<file path="config.mk">
export PLATFORM = sky130hd
export DESIGN_NAME = mmed_ctrl
export DESIGN_NICKNAME = d
export VERILOG_FILES = /design/src/mmed_pkg.sv /design/src/mmed_ctrl.sv
export SDC_FILE = /design/constraint.sdc
export NUM_CORES = 1
export LEC_CHECK = 0
export BUFFER_PORTS_ARGS = -buffer_cell sky130_fd_sc_hd__buf_2
export CORE_AREA = 4 4 41 43
export CTS_CLUSTER_DIAMETER = 100
export DETAILED_ROUTE_END_ITERATION = 6
export DIE_AREA = 0 0 45 47
export GPL_TIMING_DRIVEN = 1
export HOLD_SLACK_MARGIN = 0.02
export PLACE_DENSITY = 0.47
export SKIP_CTS_REPAIR_TIMING = 1
export SLEW_MARGIN = 40
export SYNTH_ARGS = -nofsm -noshare
export SYNTH_HDL_FRONTEND = slang
export SYNTH_SLANG_ARGS = --single-unit
</file>
<file path="constraint.sdc">
create_clock -name clk -period 1.7 [get_ports clk]
set_clock_uncertainty 0.05 [all_clocks]
set_input_delay 0.085 -clock clk [delete_from_list [all_inputs] [get_ports clk]]
set_output_delay 0.085 -clock clk [all_outputs]
set_load 0.005 [all_outputs]
</file>
<file path="src/mmed_pkg.sv">
// shared types and constants for the min/max envelope decimator
// no dependencies
`timescale 1ns / 1ps

package mmed_pkg;

    localparam int MAX_COLUMNS    = 2048;
    localparam int COL_BITS       = 11;
    localparam int COLS_BITS      = 12;
    localparam int SAMPLE_BITS    = 16;
    localparam int HIGH_BITS      = 15;
    localparam int COUNT_BITS     = 32;
    localparam int PROD_BITS      = COUNT_BITS + COLS_BITS;
    localparam int STEP_BITS      = 4;
    localparam int CFG_INDEX_BITS = 1;
    localparam int WORD_BITS      = SAMPLE_BITS + HIGH_BITS;

    localparam logic [CFG_INDEX_BITS-1:0] REG_TOTAL_FRAMES = 1'b0;
    localparam logic [CFG_INDEX_BITS-1:0] REG_COLUMN_COUNT = 1'b1;

    localparam logic [COUNT_BITS-1:0] TOTAL_FRAMES_RESET = 32'd1;
    localparam logic [COLS_BITS-1:0]  COLUMN_COUNT_RESET = 12'd1024;

    typedef enum logic [2:0] {
        ST_CLEAR,
        ST_IDLE,
        ST_MUL,
        ST_DIV,
        ST_READ,
        ST_UPDATE
    } state_t;

    typedef struct packed {
        logic clr;
        logic take;
        logic mul;
        logic div;
        logic read;
        logic update;
    } cmd_t;

    typedef struct packed {
        logic clr_last;
        logic div_last;
        logic past;
        logic out_busy;
    } status_t;

endpackage

</file>
<file path="src/mmed_ctrl.sv">
// sequencer for the min/max envelope decimator
// depends on mmed_pkg
`timescale 1ns / 1ps

module mmed_ctrl (
    input  logic              clk,
    input  logic              rst_n,
    input  logic              in_valid,
    output logic              in_ready,
    input  mmed_pkg::status_t status,
    output mmed_pkg::cmd_t    cmd
);

    mmed_pkg::state_t state_reg;
    mmed_pkg::state_t state_next;

    always_ff @(posedge clk or negedge rst_n)
    begin
        if (!rst_n)
        begin
            state_reg <= mmed_pkg::ST_CLEAR;
        end
        else
        begin
            state_reg <= state_next;
        end
    end

    always_comb
    begin
        state_next = state_reg;
        cmd        = '0;
        in_ready   = 1'b0;
        unique case (state_reg)
            mmed_pkg::ST_CLEAR:
            begin
                cmd.clr = 1'b1;
                if (status.clr_last)
                begin
                    state_next = mmed_pkg::ST_IDLE;
                end
            end
            mmed_pkg::ST_IDLE:
            begin
                in_ready = 1'b1;
                if (in_valid)
                begin
                    cmd.take   = 1'b1;
                    state_next = mmed_pkg::ST_MUL;
                end
            end
            mmed_pkg::ST_MUL:
            begin
                cmd.mul = 1'b1;
                if (status.past)
                begin
                    state_next = mmed_pkg::ST_READ;
                end
                else
                begin
                    state_next = mmed_pkg::ST_DIV;
                end
            end
            mmed_pkg::ST_DIV:
            begin
                cmd.div = 1'b1;
                if (status.div_last)
                begin
                    state_next = mmed_pkg::ST_READ;
                end
            end
            mmed_pkg::ST_READ:
            begin
                cmd.read   = 1'b1;
                state_next = mmed_pkg::ST_UPDATE;
            end
            mmed_pkg::ST_UPDATE:
            begin
                if (!status.out_busy)
                begin
                    cmd.update = 1'b1;
                    state_next = mmed_pkg::ST_IDLE;
                end
            end
            default:
            begin
                state_next = mmed_pkg::ST_CLEAR;
            end
        endcase
    end

endmodule

</file>
Word-level counts from Yosys, hierarchy flattened --
Cells that the tools add are included.
Word-level totals: logic and storage cells 27, bits of input ports 7, register bits 3
Cells by class: eq/ne operators 9, reductions and logical operators 2, mux-type cells 15
Operators by type and width (count):
- $pmux 3 s6 | 1
- $mux 3 | 5
- $mux 1 | 9
- $ne 2x2->1 const B | 4
- $eq 3x2->1 const B | 2
- $eq 3x3->1 const B | 2
- $reduce_and 4->1 | 1
- $eq 3x1->1 const B | 1
- $logic_not 3->1 | 1

Logic depth before layout (Yosys ltp) --
Gate-level depths: netlist (run 1).
depth after elaboration 3, gate-level depth with buffers 4

Worst setup path before layout (run 1) --
No wires, ideal clock.
kind reg2reg, from register state_reg[0], to register state_reg[0], required time 1.522 ns, arrival 0.892 ns, setup slack 0.629 ns, clock period less this slack 1.071 ns, setup time 0.128 ns, cell stages (with the launch flop) 5, cell sequence dfrtp_1 > buf_6 > or2_0 > a21oi_1 > o22ai_1
Between the ends: word-level cells in the longest chain between the ends 3, elaborated cells on any way between the ends 12, classes of those cells 9 x eq/ne; 1 x mux; 2 x reduce/logical
Ends and longest elaborated chain:
- start: declaration | RTL line mmed_ctrl.sv:14 | mmed_pkg::state_t state_reg;
- start signal: assignment | RTL line mmed_ctrl.sv:21 | state_reg <= mmed_pkg::ST_CLEAR;
- start signal: assignment | RTL line mmed_ctrl.sv:25 | state_reg <= state_next;
- $eq 3x2->1, or another cell as far along | RTL line mmed_ctrl.sv:34 | unique case (state_reg)
- $ne 2x2->1 (no line)
- $reduce_and 4->1 (no line)
Parallel ways exist; a longest one is shown, timed or not. A chain may end at the register's enable or synchronous reset.

==> impl_results.md, run 1 <==
- Worst slew pin tran: 0.286 ns
- Slowest-stage cell, CP: dfrtp_1
- Post-route ant nets: 0
- DP HPWL: 431 µm
- WHS Path Cells: 3
- Max IR drop VDD: 397 µV
- PortBufs: 13
- Synthesized instance count: 25
- Synthesized area per cell: 8.51 µm²
- Largest net degree at the start of global routing: 9
- RSZ-0062 raised after global routing: false
- Drt pass-1 iters: 4
- Worst Setup Start Kind: flop
- Number of CTS-inserted buffers: 3
- CP max stage delay: 0.49 ns
- Fin nets: 50
- Clock slew at reported path FFs: 0.04 ns
- Area growth syn-to-layout: 51.2%
- Setup_tns: 0 ns
- DR WL/cell: 9.28 µm
- Sw Share: 0.408
- Vias per cell: 4.02
- EDFF count, synth: 0
- GR Util All Layers: 0.0578
- Sequential Power Share: 0.324
- Final setup violation count: 0
- # H-tree levels: 1
- Via count: 229
- Seq/Total Area, Yosys: 0.353
- Worst hold-check path type: in2reg
- CTS tree: built
- Diodes inserted: 0
- Core area: 1300 µm²
- Post-route DRC: 0
- Vias in the first global route: 228
- Final Cycle Share: 0.778
- Initial antenna violation count: 0
- Net Sw Power: 0.233 mW
- Clock sinks: 3
- Number of cells on the critical path: 3
- Status: complete, no violations
- Post-Syn Nets: 32
- Die X-Extent: 45 µm
- Logic gate share of total power: 0.456
- Num ports: 14
- Synth warnings: 0
- Slew Viols, Final: 0
- CP startpoint: state_reg[0]$_DFFE_PN0P_
- Most used flip-flop cell after synthesis: dfrtp_1
- Cell internal pwr: 0.338 mW
- Cell variety after synth: 14
- Die area: 2120 µm²
- Buf+Inv Stages, Crit Path: 2
- Pleak: 0.163 nW
- Max FFs per register: 3
- First-pass GRT wire length: 821 µm
- Final Wtd Congestion: 0.677
- Most frequent cells in the layout: buf_2 (13), nor2_1 (4), nor3_1 (4)
- # rows: 13
- Delay-heaviest family, CP: flip-flops
- Ys async rst share: 1.00
- Cell area power density: 1780 nW/µm²
- Most common cell after layout, fill and taps aside: buf_2
- Crit path max fanout: 7
- Fmax: 756 MHz
- CTS Root Cell: clkbuf_4
- Iter 0 DRT Violations: 4
- Synth Cell Area: 213 µm²
- Crit path DAT: 1.19 ns
- Fin. Hold Viols: 0
- R2R setup slack: 0.56 ns
- Routed WL: 529 µm
- Share of layout cells above drive strength 1: 0.452
- Worst Reg2Reg Path Length in Cells: 3
- Post-route minimum period: 1.32 ns
- Clock Latency Late Sink: 0.23 ns
- Final core occ: 0.247
- CP endpoint kind: primary output
- Total gr overflow: 0
- Starting Density: 0.163
- Max-cap viol count: 0
- Fillers: 164
- Die H: 47 µm
- Worst path required time: 1.56 ns
- Crit-path cells: inv_1 > nor3_1 > buf_2
- Clock group share of total power: 0.220
- Critical hold path startpoint: status[0]
- CTS max path bufs: 2
- Critical R2R Launch: state_reg[0]$_DFFE_PN0P_
- Slew Limit Headroom: 0.809
- Yosys reg bits: 3
- Setup CP Type: reg2out
synthesized netlist by cell type, types with 2 or more instances:
cell	instances	area, µm²
dfrtp_1	3	75.1
nand2b_1	2	12.5
o22ai_1	2	12.5
inv_1	2	7.51
nor3_1	4	20.0
nor2_1	4	15.0
stage by stage:
| step | hold WS, ns | power (mW) | area [µm²] | worst slack, ns | std cells |
|---|---|---|---|---|---|
| 2_1_floorplan | -0.261 | 0.368 | 213 | 0.629 | 25 |
| 3_3_place_gp | -0.167 | 0.456 | 285 | 0.572 | 52 |
| 3_5_place_dp | -0.168 | 0.452 | 285 | 0.573 | 52 |
| 4_1_cts | -0.421 | 0.586 | 312 | 0.358 | 56 |
| 5_1_grt | 0.127 | 0.626 | 322 | 0.270 | 57 |
| 6_report | 0.101 | 0.571 | 322 | 0.378 | 57 |
per-layer routing:
| layer | track usage | vias up | routed length (µm) |
|---|---|---|---|
| li1 | - | 116 | - |
| met5 | 0 | - | 0 |
| met1 | 0.0548 | 101 | 217 |
| met4 | 0.0877 | 0 | 14 |
| met2 | 0.0763 | 10 | 241 |
| met3 | 0.0268 | 2 | 57 |
power groups by stage:
| stage | combinational [mW] | sequential (mW) | clock (mW) |
|---|---|---|---|
| after global routing | 0.295 | 0.198 | 0.133 |
| after CTS | 0.267 | 0.186 | 0.133 |
| after floorplan | 0.222 | 0.146 | 0 |
| final | 0.260 | 0.185 | 0.126 |
| after detailed placement | 0.266 | 0.187 | 0 |
| after global placement | 0.267 | 0.189 | 0 |
worst paths after layout:
path | end
max | cmd[0]
min | state_reg[2]$_DFFE_PN0P_
max reg2reg | state_reg[0]$_DFFE_PN0P_
min reg2reg | state_reg[1]$_DFFE_PN0P_
max in group asynchronous | state_reg[0]$_DFFE_PN0P_
min in group asynchronous | state_reg[1]$_DFFE_PN0P_
worst reg2reg max path, delay by kind of cell (launching register included):
kind / cells / cell delay, ns
flip-flops: 1 / 0.47
AND/OR/NAND/NOR: 1 / 0.26
AO/OA/AOI/OAI: 2 / 0.24
area by class of cell:
cell class              count  area [µm²]  share of cell area
multi-input cells          19         119               0.370
flip-flops and latches      3        75.1               0.233
repair buffers             14        75.1               0.233
clock buffers               4        26.3              0.0817
well taps                  15        18.8              0.0584
inverters                   2        7.51              0.0233
logic make-up after synthesis:
group	Yosys count	share of synthesized area
and+or+nand+nor	14	0.329
AOI/OAI and AO/OA	4	0.124
DFF	3	0.353
buffers and inverters	3	0.0882
muxes	1	0.106
(Power assumes the default switching activity.)
==> inputs of run 2 (changes only) <==
- ABC_AREA: unset -> 1
- PLACE_DENSITY: 0.47 -> 0.51
- clock period: 1.7 -> 1.1 ns (I/O delays scaled with it)
==> impl_results.md, run 2 <==
- Status: finished, violations left
- Failing checks: negative setup slack
- Most frequent cells in the layout: buf_2 (13), nand2_1 (12), inv_1 (5)
- Worst Setup Start Kind: flop
- Most common cell after layout, fill and taps aside: buf_2
- Top cells by area, synth: dfrtp_1 (31%), nand2_1 (23%), inv_1 (11%)
- Synth Cell Area: 245 µm²
- Yosys reg bits: 3
- Fin. Hold Viols: 0
- Design Area, Final: 430 µm²
- Placed cell area: 352 µm²
- Drt pass-1 iters: 4
- Final Wtd Congestion: 0.781
- Final Cycle Share: 1.13
- Clock slew at reported path FFs: 0.04 ns
- Post-Syn Nets: 49
- Vias per cell: 4.00
- Post-route DRC: 0
- Number of CTS-inserted buffers: 3
- Sequential Power Share: 0.243
- Num ports: 14
- CTS Root Cell: clkbuf_4
- Synthesized instance count: 42
- Setup CP Type: reg2out
- Top-count cell post-synth: nand2_1
- DR WL/cell: 8.69 µm
- Synth warnings: 0
- Slew Viols, Final: 0
- Logic gate share of total power: 0.579
- Setup_tns: -0.599 ns
- Max-cap viol count: 0
- CTS tree: built
- Diodes inserted: 0
- Vias in the first global route: 269
- Power Total: 1.08 mW
- Cell area power density: 2510 nW/µm²
- Worst path required time: 1.00 ns
- EDFF count, synth: 0
- Worst hold-check path type: in2reg
- Metal-1 WL: 296 µm
- Die H: 47 µm
- Fmax: 806 MHz
- Most used flip-flop cell after synthesis: dfrtp_1
- Starting Density: 0.188
- Fin nets: 71
- Max IR drop VDD: 573 µV
- Clock sinks: 3
- DR WL met2: 341 µm
- Ys async rst share: 1.00
- # H-tree levels: 1
- RSZ-0062 raised after global routing: true
- Area growth syn-to-layout: 75.5%
- WHS: 0.0861 ns
- Met3 WL post-DR: 40 µm
- Share of Yosys cell area claimed by the top area cell type: 0.306
- DP HPWL: 513 µm
- Post-route minimum period: 1.24 ns
- Slew Limit Headroom: 0.878
- Via count: 312
- Share of layout cells above drive strength 1: 0.571
- Die X-Extent: 45 µm
- Clock group share of total power: 0.177
- Max layer used: met3
- Worst slew pin tran: 0.184 ns
- Cell internal pwr: 0.585 mW
- Routed WL: 678 µm
- Die area: 2120 µm²
- Net Sw Power: 0.494 mW
- Seq/Total Area, Yosys: 0.306
- GR Util All Layers: 0.0680
- Final setup violation count: 9
- CTS max path bufs: 2
- Post-route ant nets: 0
- PortBufs: 13
- Total gr overflow: 0
- CP endpoint kind: primary output
- Cell variety after synth: 10
- Core area: 1300 µm²
- Fin worst setup slack: -0.141 ns
- Leading area contributor after synthesis: dfrtp_1
- Initial antenna violation count: 0
- Pleak: 0.250 nW
- Synthesized area per cell: 5.84 µm²
- Largest net degree at the start of global routing: 7
- Sw Share: 0.458
- Iter 0 DRT Violations: 4
- # rows: 13
- First-pass GRT wire length: 1.02 mm
- Crit path DAT: 1.14 ns
- Most common library cells after synthesis: nand2_1 (15), inv_1 (7), nor2_1 (6)
- Crit path max fanout: 5
- Max FFs per register: 3
- Clock Latency Late Sink: 0.23 ns
## run 2: cells by family after synthesis
logic type             after synthesis  synth area share
flip-flops                           3             0.306
AO/OA/AOI/OAI                        3            0.0714
AND/OR/NAND/NOR                     28             0.500
buffers and inverters                8             0.122
## run 2: power groups by stage
stage,clock (mW),sequential [mW],combinational (mW)
floorplan,0,0.206,0.331
global placement,0,0.224,0.521
detailed placement,0,0.221,0.522
CTS,0.201,0.223,0.529
global route,0.207,0.273,0.701
finish,0.191,0.263,0.625
## run 2: layer usage
metal / vias up / GRT usage
li1: 171 / -
met1: 134 / 0.0774
met2: 7 / 0.113
met3: 0 / 0.0345
met4: 0 / 0.0175
met5: - / 0
## run 2: final cells by class
cell class              count  area [µm²]
repair buffers             17         101
fillers                   157         871
flip-flops and latches      3        78.8
multi-input cells          31         173
clock buffers               4        26.3
well taps                  15        18.8
inverters                   8        32.5
## run 2: final timing paths
kind	startpoint	end	slack [ns]	cells past startpoint
worst min-delay path	status[0]	state_reg[2]$_DFFE_PN0P_	0.09	3
min in group asynchronous	rst_n	state_reg[2]$_DFFE_PN0P_	0.10	2
worst min register to register	state_reg[0]$_DFFE_PN0P_	state_reg[0]$_DFFE_PN0P_	0.62	3
max in group asynchronous	rst_n	state_reg[1]$_DFFE_PN0P_	0.79	2
worst max register to register	state_reg[1]$_DFFE_PN0P_	state_reg[1]$_DFFE_PN0P_	-0.05	6
worst max-delay path	state_reg[1]$_DFFE_PN0P_	cmd[4]	-0.14	4
## run 2: critical path, cell delays in order (launching register included)
cell and delay [ns]:
dfrtp_2 0.45, nor2_4 0.15, nand2_1 0.10, nor2_1 0.09
buf_2 0.11
## run 2: stage by stage
stage               setup WS [ns]  std cells   util
finish                     -0.141         78  0.331
global route               -0.197         78  0.331
CTS                        -0.176         77  0.290
detailed placement        -0.0592         73  0.270
global placement          -0.0698         73  0.270
floorplan                  0.0492         42      -
